## config.mk

```make
export PLATFORM = sky130hd
export DESIGN_NAME = autorange_seven_segment_encoder
export DESIGN_NICKNAME = d
export VERILOG_FILES = /design/src/hdl/asse_pkg.sv /design/src/hdl/asse_digit_encode.sv /design/src/hdl/autorange_seven_segment_encoder.sv
export SDC_FILE = /design/constraint.sdc
export NUM_CORES = 1
export LEC_CHECK = 0
export BUFFER_PORTS_ARGS = -buffer_cell sky130_fd_sc_hd__buf_4
export CORE_ASPECT_RATIO = 0.6
export CORE_MARGIN = 2
export CORE_UTILIZATION = 45
export CTS_BUF_LIST = sky130_fd_sc_hd__clkbuf_4
export CTS_CLUSTER_DIAMETER = 40
export DETAILED_ROUTE_END_ITERATION = 8
export PLACE_DENSITY_LB_ADDON = 0.12
export SETUP_SLACK_MARGIN = 0.02
export SLEW_MARGIN = 15
export SYNTH_ARGS = -nofsm -noshare
export SYNTH_HDL_FRONTEND = slang
export SYNTH_HIERARCHICAL = 1
export SYNTH_SLANG_ARGS = --single-unit
```

## constraint.sdc

```tcl
create_clock -name clk -period 8.4 [get_ports clk]
set_clock_uncertainty 0.15 [all_clocks]
set_input_delay 0.84 -clock clk [delete_from_list [all_inputs] [get_ports clk]]
set_output_delay 0.84 -clock clk [all_outputs]
set_load 0.01 [all_outputs]
```

## src/hdl/asse_pkg.sv

```systemverilog
// ----------------------------------------------------------------------------
// asse_pkg
// Shared types, constants and the segment table of the auto-ranging
// four-digit seven-segment encoder.
// ----------------------------------------------------------------------------
`timescale 1ns / 1ps
`default_nettype none

package asse_pkg;

	localparam int unsigned VALUE_W    = 24;
	localparam int unsigned DIGITS_W   = 14;
	localparam int unsigned SEG_W      = 8;
	localparam int unsigned SEG_DP_BIT = 3;
	localparam int unsigned RECIP_W    = 25;
	localparam int unsigned PROD_W     = VALUE_W + RECIP_W;
	localparam int unsigned SPLIT_W    = 17;
	localparam int unsigned SPLIT_PW   = DIGITS_W + SPLIT_W;

	// range edges, in thousandths
	localparam logic [VALUE_W-1:0] LIMIT_X_XXX = 24'd10000;
	localparam logic [VALUE_W-1:0] LIMIT_XX_XX = 24'd100000;
	localparam logic [VALUE_W-1:0] LIMIT_XXX_X = 24'd1000000;
	localparam logic [VALUE_W-1:0] SAT_LIMIT   = 24'd9999000;
	localparam logic [DIGITS_W-1:0] SAT_DIGITS = 14'd9999;

	// reciprocals for range scaling: q = (v * M) >> K
	localparam logic [RECIP_W-1:0] RECIP10_M   = 25'd104858;
	localparam int unsigned        RECIP10_K   = 20;
	localparam logic [RECIP_W-1:0] RECIP100_M  = 25'd1342178;
	localparam int unsigned        RECIP100_K  = 27;
	localparam logic [RECIP_W-1:0] RECIP1000_M = 25'd17179870;
	localparam int unsigned        RECIP1000_K = 34;

	// reciprocals for digit split of a value below 10000
	localparam logic [SPLIT_W-1:0] SPLIT10_M   = 17'd13108;
	localparam int unsigned        SPLIT10_K   = 17;
	localparam logic [SPLIT_W-1:0] SPLIT100_M  = 17'd5243;
	localparam int unsigned        SPLIT100_K  = 19;
	localparam logic [SPLIT_W-1:0] SPLIT1000_M = 17'd8389;
	localparam int unsigned        SPLIT1000_K = 23;

	// decimal point position
	localparam logic [1:0] DP_THOUSANDS = 2'd0;
	localparam logic [1:0] DP_HUNDREDS  = 2'd1;
	localparam logic [1:0] DP_TENS      = 2'd2;
	localparam logic [1:0] DP_NONE      = 2'd3;

	typedef logic [1:0] dp_slot_t;

	typedef struct packed {
		logic [DIGITS_W-1:0] digits;
		dp_slot_t            dp_slot;
	} scaled_t;

	typedef struct packed {
		logic [SEG_W-1:0] thousands;
		logic [SEG_W-1:0] hundreds;
		logic [SEG_W-1:0] tens;
		logic [SEG_W-1:0] units;
	} seg_word_t;

	// EDCFdpGBA
	function automatic logic [SEG_W-1:0] seg_of(input logic [3:0] digit);
		logic [SEG_W-1:0] seg;
		unique case (digit)
			4'd0:    seg = 8'hF3;
			4'd1:    seg = 8'h22;
			4'd2:    seg = 8'hC7;
			4'd3:    seg = 8'h67;
			4'd4:    seg = 8'h36;
			4'd5:    seg = 8'h75;
			4'd6:    seg = 8'hF5;
			4'd7:    seg = 8'h23;
			4'd8:    seg = 8'hF7;
			4'd9:    seg = 8'h77;
			default: seg = 8'h00;
		endcase
		return seg;
	endfunction

endpackage

`default_nettype wire

```

## src/hdl/asse_digit_encode.sv

```systemverilog
// ----------------------------------------------------------------------------
// asse_digit_encode
// Splits a four-digit value into decimal digits, maps each to its segment
// byte and sets the decimal point of the selected digit.
// ----------------------------------------------------------------------------
`timescale 1ns / 1ps
`default_nettype none

module asse_digit_encode
	import asse_pkg::*;
(
	input  var scaled_t   scaled,
	output var seg_word_t segs
);

	logic [SPLIT_PW-1:0] prod10, prod100, prod1000;
	logic [9:0]          q1;
	logic [6:0]          q2;
	logic [3:0]          q3;
	logic [DIGITS_W-1:0] r0_full;
	logic [9:0]          r1_full;
	logic [6:0]          r2_full;
	logic [3:0]          d0, d1, d2;
	seg_word_t           raw;

	always_comb begin
		prod10   = SPLIT_PW'(scaled.digits) * SPLIT_PW'(SPLIT10_M);
		prod100  = SPLIT_PW'(scaled.digits) * SPLIT_PW'(SPLIT100_M);
		prod1000 = SPLIT_PW'(scaled.digits) * SPLIT_PW'(SPLIT1000_M);
		q1 = prod10[SPLIT10_K +: 10];
		q2 = prod100[SPLIT100_K +: 7];
		q3 = prod1000[SPLIT1000_K +: 4];

		// remainder: x - 10*q, with 10*q = 8q + 2q
		r0_full = scaled.digits - ({1'b0, q1, 3'b000} + {3'b000, q1, 1'b0});
		r1_full = q1 - ({q2, 3'b000} + {2'b00, q2, 1'b0});
		r2_full = q2 - ({q3, 3'b000} + {2'b00, q3, 1'b0});
		d0 = r0_full[3:0];
		d1 = r1_full[3:0];
		d2 = r2_full[3:0];

		raw.thousands = seg_of(q3);
		raw.hundreds  = seg_of(d2);
		raw.tens      = seg_of(d1);
		raw.units     = seg_of(d0);

		segs = raw;
		unique case (scaled.dp_slot)
			DP_THOUSANDS: segs.thousands[SEG_DP_BIT] = 1'b1;
			DP_HUNDREDS:  segs.hundreds[SEG_DP_BIT]  = 1'b1;
			DP_TENS:      segs.tens[SEG_DP_BIT]      = 1'b1;
			default:      ;
		endcase
	end

endmodule

`default_nettype wire

```

## src/hdl/autorange_seven_segment_encoder.sv

```systemverilog
// ----------------------------------------------------------------------------
// autorange_seven_segment_encoder
// Encodes a reading in thousandths of a unit as four seven-segment bytes
// with an auto-ranged decimal point.
// ----------------------------------------------------------------------------
// Usage:
//   A transaction is taken at a rising edge with start high and busy low.
//   busy is always low, so a new reading may be issued every cycle.
//   value_milli is the reading; readings above 9999000 show as 9999.
//   Pipeline: input register (_s1), range scaling by one reciprocal
//   multiplier into the scaled register (_s2), digit split, segment lookup
//   and decimal point into the result register. A reading taken with
//   start high moves through valid_s1 and valid_s2 to done, which is high
//   together with seg_thousands..seg_units, valid for that one cycle only.
//   Throughput: one reading per cycle, bounded by the scaling multiplier
//   stage and the digit-split stage.
//   The receiver cannot stall; every result is shown exactly once.
//   Reset (arst_n low) clears the pipeline valid bits; readings in flight
//   are dropped and done stays low until a new transaction arrives.
// ----------------------------------------------------------------------------
`timescale 1ns / 1ps
`default_nettype none

module autorange_seven_segment_encoder
	import asse_pkg::*;
(
	input  var logic               clk,
	input  var logic               arst_n,
	input  var logic               start,
	output var logic               busy,
	input  var logic [VALUE_W-1:0] value_milli,
	output var logic               done,
	output var logic [SEG_W-1:0]   seg_thousands,
	output var logic [SEG_W-1:0]   seg_hundreds,
	output var logic [SEG_W-1:0]   seg_tens,
	output var logic [SEG_W-1:0]   seg_units
);

	logic               valid_s1, valid_s2, done_q;
	logic [VALUE_W-1:0] value_s1;
	scaled_t            scaled_s2, scaled_d;
	seg_word_t          segs_d, segs_q;
	logic [RECIP_W-1:0] recip;
	logic [PROD_W-1:0]  prod;

	assign busy = 1'b0;

	always_ff @(posedge clk or negedge arst_n) begin
		if (!arst_n) begin
			valid_s1 <= 1'b0;
			valid_s2 <= 1'b0;
			done_q   <= 1'b0;
		end else begin
			valid_s1 <= start && !busy;
			valid_s2 <= valid_s1;
			done_q   <= valid_s2;
		end
	end

	always_ff @(posedge clk) begin
		if (start && !busy) begin
			value_s1 <= value_milli;
		end
		scaled_s2 <= scaled_d;
		segs_q    <= segs_d;
	end

	always_comb begin
		if (value_s1 < LIMIT_XX_XX) begin
			recip = RECIP10_M;
		end else if (value_s1 < LIMIT_XXX_X) begin
			recip = RECIP100_M;
		end else begin
			recip = RECIP1000_M;
		end
		prod = PROD_W'(value_s1) * PROD_W'(recip);

		if (value_s1 > SAT_LIMIT) begin
			scaled_d.digits  = SAT_DIGITS;
			scaled_d.dp_slot = DP_NONE;
		end else if (value_s1 < LIMIT_X_XXX) begin
			scaled_d.digits  = value_s1[DIGITS_W-1:0];
			scaled_d.dp_slot = DP_THOUSANDS;
		end else if (value_s1 < LIMIT_XX_XX) begin
			scaled_d.digits  = prod[RECIP10_K +: DIGITS_W];
			scaled_d.dp_slot = DP_HUNDREDS;
		end else if (value_s1 < LIMIT_XXX_X) begin
			scaled_d.digits  = prod[RECIP100_K +: DIGITS_W];
			scaled_d.dp_slot = DP_TENS;
		end else begin
			scaled_d.digits  = prod[RECIP1000_K +: DIGITS_W];
			scaled_d.dp_slot = DP_NONE;
		end
	end

	asse_digit_encode u_encode (
		.scaled (scaled_s2),
		.segs   (segs_d)
	);

	assign done          = done_q;
	assign seg_thousands = segs_q.thousands;
	assign seg_hundreds  = segs_q.hundreds;
	assign seg_tens      = segs_q.tens;
	assign seg_units     = segs_q.units;

	a_latency: assert property (@(posedge clk) disable iff (!arst_n)
		(start && !busy) |-> ##3 done)
		else $error("result missing three cycles after transaction");

	a_no_phantom: assert property (@(posedge clk) disable iff (!arst_n)
		done |-> $past(valid_s2))
		else $error("result without a transaction in flight");

	a_single_dp: assert property (@(posedge clk) disable iff (!arst_n)
		done |-> ($countones({seg_thousands[SEG_DP_BIT], seg_hundreds[SEG_DP_BIT],
			seg_tens[SEG_DP_BIT]}) <= 1 && !seg_units[SEG_DP_BIT]))
		else $error("more than one decimal point shown");

endmodule

`default_nettype wire

```

== Word level (Yosys, flattened, before mapping) ==
Memories as Yosys holds them, arrays and structs flattened. A register that Yosys moved wholly into a read port is not among the register bits.
Index checks and enable logic that the tools add are counted.

* Input port bits: 27
* Register bits after elaboration: 54
* Output and inout bits: 34
* Word-level logic and storage cells: 36
* Memories kept: 4
* ROM bits: 448

{| class="wikitable"
|+ Memory list
! name !! words !! bits a word !! read ports !! clocked after Yosys merged registers in !! write ports !! line !! text
|-
| (no name shown) || 16 || 7 || 1 || 1 || 0 || asse_pkg.sv:66 || <nowiki>unique case (digit)</nowiki>
|-
| (no name shown) || 16 || 7 || 1 || 1 || 0 || asse_pkg.sv:66 ||
|-
| (no name shown) || 16 || 7 || 1 || 1 || 0 || asse_pkg.sv:66 ||
|-
| (no name shown) || 16 || 7 || 1 || 1 || 0 || asse_pkg.sv:66 ||
|}

* $add $sub $neg: 6
* Multipliers: 4
* Equal/unequal tests: 2
* Muxes and demuxes: 5
* Reductions and logical operators: 1
* $lt $le $gt $ge: 4

{| class="wikitable"
|+ Operators by type and width
! cell !! count
|-
| $mux W25 || 2
|-
| $mul A24 B25 Y48 || 1
|-
| $mux W16 || 3
|-
| $mul A14 B14 Y27 const B || 1
|-
| $gt A24 B24 Y1 const B || 1
|-
| $lt A24 B14 Y1 const B || 1
|-
| $lt A24 B17 Y1 const B || 1
|-
| $lt A24 B20 Y1 const B || 1
|-
| $mul A14 B13 Y23 const B || 1
|-
| $mul A14 B12 Y19 const B || 1
|-
| $add A4 B4 Y4 || 3
|-
| $sub A4 B4 Y4 || 3
|-
| $eq A2 B1 Y1 const B || 1
|-
| $eq A2 B2 Y1 const B || 1
|-
| $logic_not A2 Y1 || 1
|}

== Longest topological paths before layout ==
* Depth after elaboration: 7
* Depth in mapped cells: 35
* Mapped depth without buffers: 32

== By module ==
The synthesis kept the hierarchy.

{| class="wikitable"
|+ By module, submodules not included
! module !! seq. area each (sq um) !! area each (sq um) !! cells an instance !! instances
|-
| autorange_seven_segment_encoder || 1,756.7 || 17,072.6 || 1,772 || 1
|-
| asse_digit_encode || 0.0 || 8,415.6 || 937 || 1
|}

== Worst setup path before layout ==
No wires, ideal clock.

* Path kind: register -> register
* Start: register value_s1[12]
* End: register scaled_s2[15] (netlist bit)
* Path slack: -350 ps
* Setup time: 58 ps
* Clock period less this slack: 8,750 ps
* Arrival time: 8,542 ps
* Buffers on the path: 4
* Stages on the path, launching flop included: 33
* Required time: 8,192 ps
* Cells stage by stage: edfxtp_1 buf_2 or3_1 nor2_1 o31ai_2 nor2_1 clkbuf_1 buf_1 nand2_1 fa_1 inv_1 fa_1 inv_1 fa_1 inv_1 fa_1 fa_1 fa_1 inv_1 fa_1 inv_1 ha_1 clkbuf_1 and3_1 and2_1 a221o_1 a211oi_1 a21oi_1 a31oi_1 mux2i_1 a21oi_1 a2111oi_0 a211o_1

* Word-level cells in the longest chain between the ends: 7
* Elaborated cells between the ends (all ways): 10
* Those cells by class: 1 x mul; 4 x order compare; 5 x mux

{| class="wikitable"
|+ Ends and longest elaborated chain
! element !! line !! text
|-
| from (decl) || autorange_seven_segment_encoder.sv:40 || <nowiki>logic [VALUE_W-1:0] value_s1;</nowiki>
|-
| from (signal assigned) || autorange_seven_segment_encoder.sv:62 || <nowiki>value_s1 <= value_milli;</nowiki>
|-
| $lt A24 B20 Y1 || autorange_seven_segment_encoder.sv:71, autorange_seven_segment_encoder.sv:87 ||
|-
| $mux W25 || autorange_seven_segment_encoder.sv:71 || <nowiki>end else if (value_s1 < LIMIT_XXX_X) begin</nowiki>
|-
| $mux W25 || autorange_seven_segment_encoder.sv:69 || <nowiki>if (value_s1 < LIMIT_XX_XX) begin</nowiki>
|-
| $mul A24 B25 Y48 || autorange_seven_segment_encoder.sv:76 || <nowiki>prod = PROD_W'(value_s1) * PROD_W'(recip);</nowiki>
|-
| $mux W16 || autorange_seven_segment_encoder.sv:87 || <nowiki>end else if (value_s1 < LIMIT_XXX_X) begin</nowiki>
|-
| $mux W16 || autorange_seven_segment_encoder.sv:84 || <nowiki>end else if (value_s1 < LIMIT_XX_XX) begin</nowiki>
|-
| $mux W16 || autorange_seven_segment_encoder.sv:81 || <nowiki>end else if (value_s1 < LIMIT_X_XXX) begin</nowiki>
|-
| to (signal assigned) || autorange_seven_segment_encoder.sv:64 || <nowiki>scaled_s2 <= scaled_d;</nowiki>
|-
| to (decl) || autorange_seven_segment_encoder.sv:41 || <nowiki>scaled_t scaled_s2, scaled_d;</nowiki>
|}

Parallel ways exist; a longest one is shown, timed or not.
A chain may end at the register's enable or synchronous reset.

== Worst setup path in the final report ==
* Start: register value_s1[22]
* End: register scaled_s2[10] (netlist bit)

The elaborated chain is that of the path after synthesis.

==> impl_metrics.tcl <==
set metrics [dict create \
    tightest_slew_ns 1.02 \
    end_kind "register" \
    antenna_found_initial 5 \
    fp.dieH_um 188 \
    grt_max_degree 26 \
    critPathMaxFanout 6 \
    ctsLongestPathBuffers 2 \
    drtIter0Drc 1859 \
    violations "negative setup slack" \
    max_freq_mhz 114 \
    grt_pass1_wl_um 134000 \
    ant_nets 0 \
    start_util_pct 45.6 \
    hp-start "valid_s2" \
    synth_edf_count 24 \
    gp_congestion 1.04 \
    reg2reg_setup_slack_ns -0.39 \
    final_common_cell "inv_1" \
    cp_data_arrival_time_ns 9.17 \
    drc_errors 0 \
    crit_path_start "value_s1[22]" \
    run_status "finished, violations left" \
    core_um2 55900 \
    hpwl_um 77900 \
    finalWorstSetupSlack_ns -0.392 \
    numCtsBuffers 9 \
    use_met2_pct 38.3 \
    synth_seq_area_share_pct 6.89 \
    clkSlewWorstSetupHoldPaths_ns 0.20 \
    vias 20000 \
    fin_util_pct 56.2 \
    max_cap_violations 0 \
    cts.sinks 75 \
    cts_tree "done" \
    vias_per_cell 5.08 \
    area_growth_pct 23.4 \
    synth_area_per_cell_um2 9.41 \
    timing.rr.start "value_s1[22]" \
    seq_area_um2 1760 \
    hold_viol 0 \
    ys.flop_type "dfxtp_1" \
    port_buffers 59 \
    hp-class "register to register" \
    final_cell_mix "inv_1 (814), fa_1 (478), buf_4 (438)" \
    drive_above_1_share_pct 24.3 \
    slowest_stage "fa_2" \
    max-slew-margin-rel_pct 31.5 \
    grt_use_total_pct 31.4 \
    path_class "register to register" \
    io_pins 61 \
    dieArea_um2 58600 \
    rsz0062_at_grt "yes" \
    die_w_um 311 \
    row_count 67 \
    fillerInstances 5117 \
    overflow 0 \
    routed_wl_um 87700 \
    h-tree-depth 3 \
    nNetsFinal 4129 \
    drv_slew 0 \
    synth_cell_types 99 \
    grt-busiest-layer "met1" \
    synth_async_sr_flop_share_pct 4.00 \
    grt.met3_usage_pct 16.1 \
    slowest_delay_ns 0.56 \
    insertion_delay_ns 0.63 \
    fin_crit_sh_pct 105 \
    grt_pass1_vias 21500 \
    syn_area_um2 25500 \
    wire_per_inst_um 22.2 \
    cp.required_ns 8.78 \
    crit_path_start_kind "register" \
    min_period_ns 8.79 \
    cts-root-buf "clkbuf_4" \
    first_pass_iters 6 \
    synth_seq_cells 75 \
    synthCells 2709 \
    multi_input_area_um2 21500 \
    ys_warn_count 6 \
    grtUsageMet1_pct 48.9 \
    setup_viol 14 \
]
==> final timing paths <==
check | cells past startpoint | endpoint
setup reg to reg | 34 | scaled_s2[10]
hold / removal | 0 | done
hold reg to reg | 0 | done
setup / recovery | 34 | scaled_s2[10]
max in group asynchronous | 2 | valid_s2
min in group asynchronous | 2 | valid_s1
==> registers in the layout, summed over array words and instances, names as in the netlist <==
register and cells:
seg_tens 8, seg_thousands 8, done 1, value_s1 24, valid_s1 1, seg_units 8, seg_hundreds 8, valid_s2 1
scaled_s2 16
==> area by class of cell <==
cell class,count,share of cell area [%]
Multi-Input combinational cell,1742,68.3
Timing Repair Buffer,478,12.2
Inverter,869,10.5
Sequential cell,75,5.59
Tap cell,759,3.02
Clock inverter,7,0.251
Clock buffer,9,0.215
Antenna cell,2,0.0159
==> worst max-delay path: cells and delay by family, from the launching register on <==
| family | cells | cell delay, ns |
|---|---|---|
| XOR/XNOR | 1 | 0.15 |
| AO/OA/AOI/OAI | 8 | 1.62 |
| adder cells (fa/ha/maj) | 8 | 3.78 |
| buffers and inverters | 12 | 1.26 |
| AND/OR/NAND/NOR | 5 | 1.27 |
| flip-flops | 1 | 0.47 |
==> synthesized netlist by cell type, types with 7 or more instances <==
library cell / instances / share of area, %
fa_1: 507 / 40
a21o_1: 39 / 1.1
nor2_1: 85 / 1.3
mux2i_1: 14 / 0.55
and3_1: 9 / 0.22
nand3_1: 19 / 0.37
a21oi_1: 85 / 1.7
a221oi_1: 7 / 0.24
clkbuf_1: 47 / 0.69
nor2b_1: 9 / 0.22
o21bai_1: 10 / 0.29
nand2_1: 146 / 2.2
xor2_1: 23 / 0.79
nand2b_1: 8 / 0.20
nor3_1: 19 / 0.37
edfxtp_1: 24 / 2.8
o21a_1: 9 / 0.27
xnor2_1: 39 / 1.3
inv_1: 864 / 13
and2_1: 14 / 0.34
dfxtp_1: 48 / 3.8
ha_1: 420 / 21
a211oi_1: 15 / 0.44
a211o_1: 8 / 0.27
o211ai_1: 10 / 0.29
a31oi_1: 9 / 0.22
nand4_1: 20 / 0.49
o21ai_0: 47 / 0.92
==> metrics by stage <==
stage,setup TNS (ns),hold WS [ns],cell area [um2],worst slack (ns),instances
global route,-6.65,0.173,31400,-0.664,3941
global placement,-10.06,0.194,29500,-0.904,3855
detailed placement,-9.39,0.188,29500,-0.852,3855
CTS,-1.55,0.154,31100,-0.294,3926
floorplan,0,0.181,25700,0.0254,2751
finish,-2.98,0.211,31400,-0.392,3941
==> kinds of logic after synthesis <==
logic type | synth area share, %
flip-flops | 6.89
other | 0.0442
buffers and inverters | 14.0
AND/OR/NAND/NOR | 7.01
adder cells (fa/ha/maj) | 60.5
AO/OA/AOI/OAI | 8.58
XOR/XNOR | 2.37
multiplexers | 0.653
==> metal layers <==
layer	vias up	wire, um
li1	9188	-
met4	2	980
met5	-	13
met3	49	12500
met1	10100	43700
met2	725	30400
==> what timing repair did <==
action,in CTS,in global routing
pin swaps,145,70
cloned,2,0
endpoints found under the setup margin,14,19
setup buffers,56,13
resized for setup,242,70
hold buffers,1,0
hold endpoints to repair,3,0
Power is not shown: default switching activity piles up to over one toggle a cycle in this logic, so the estimate is an artifact.
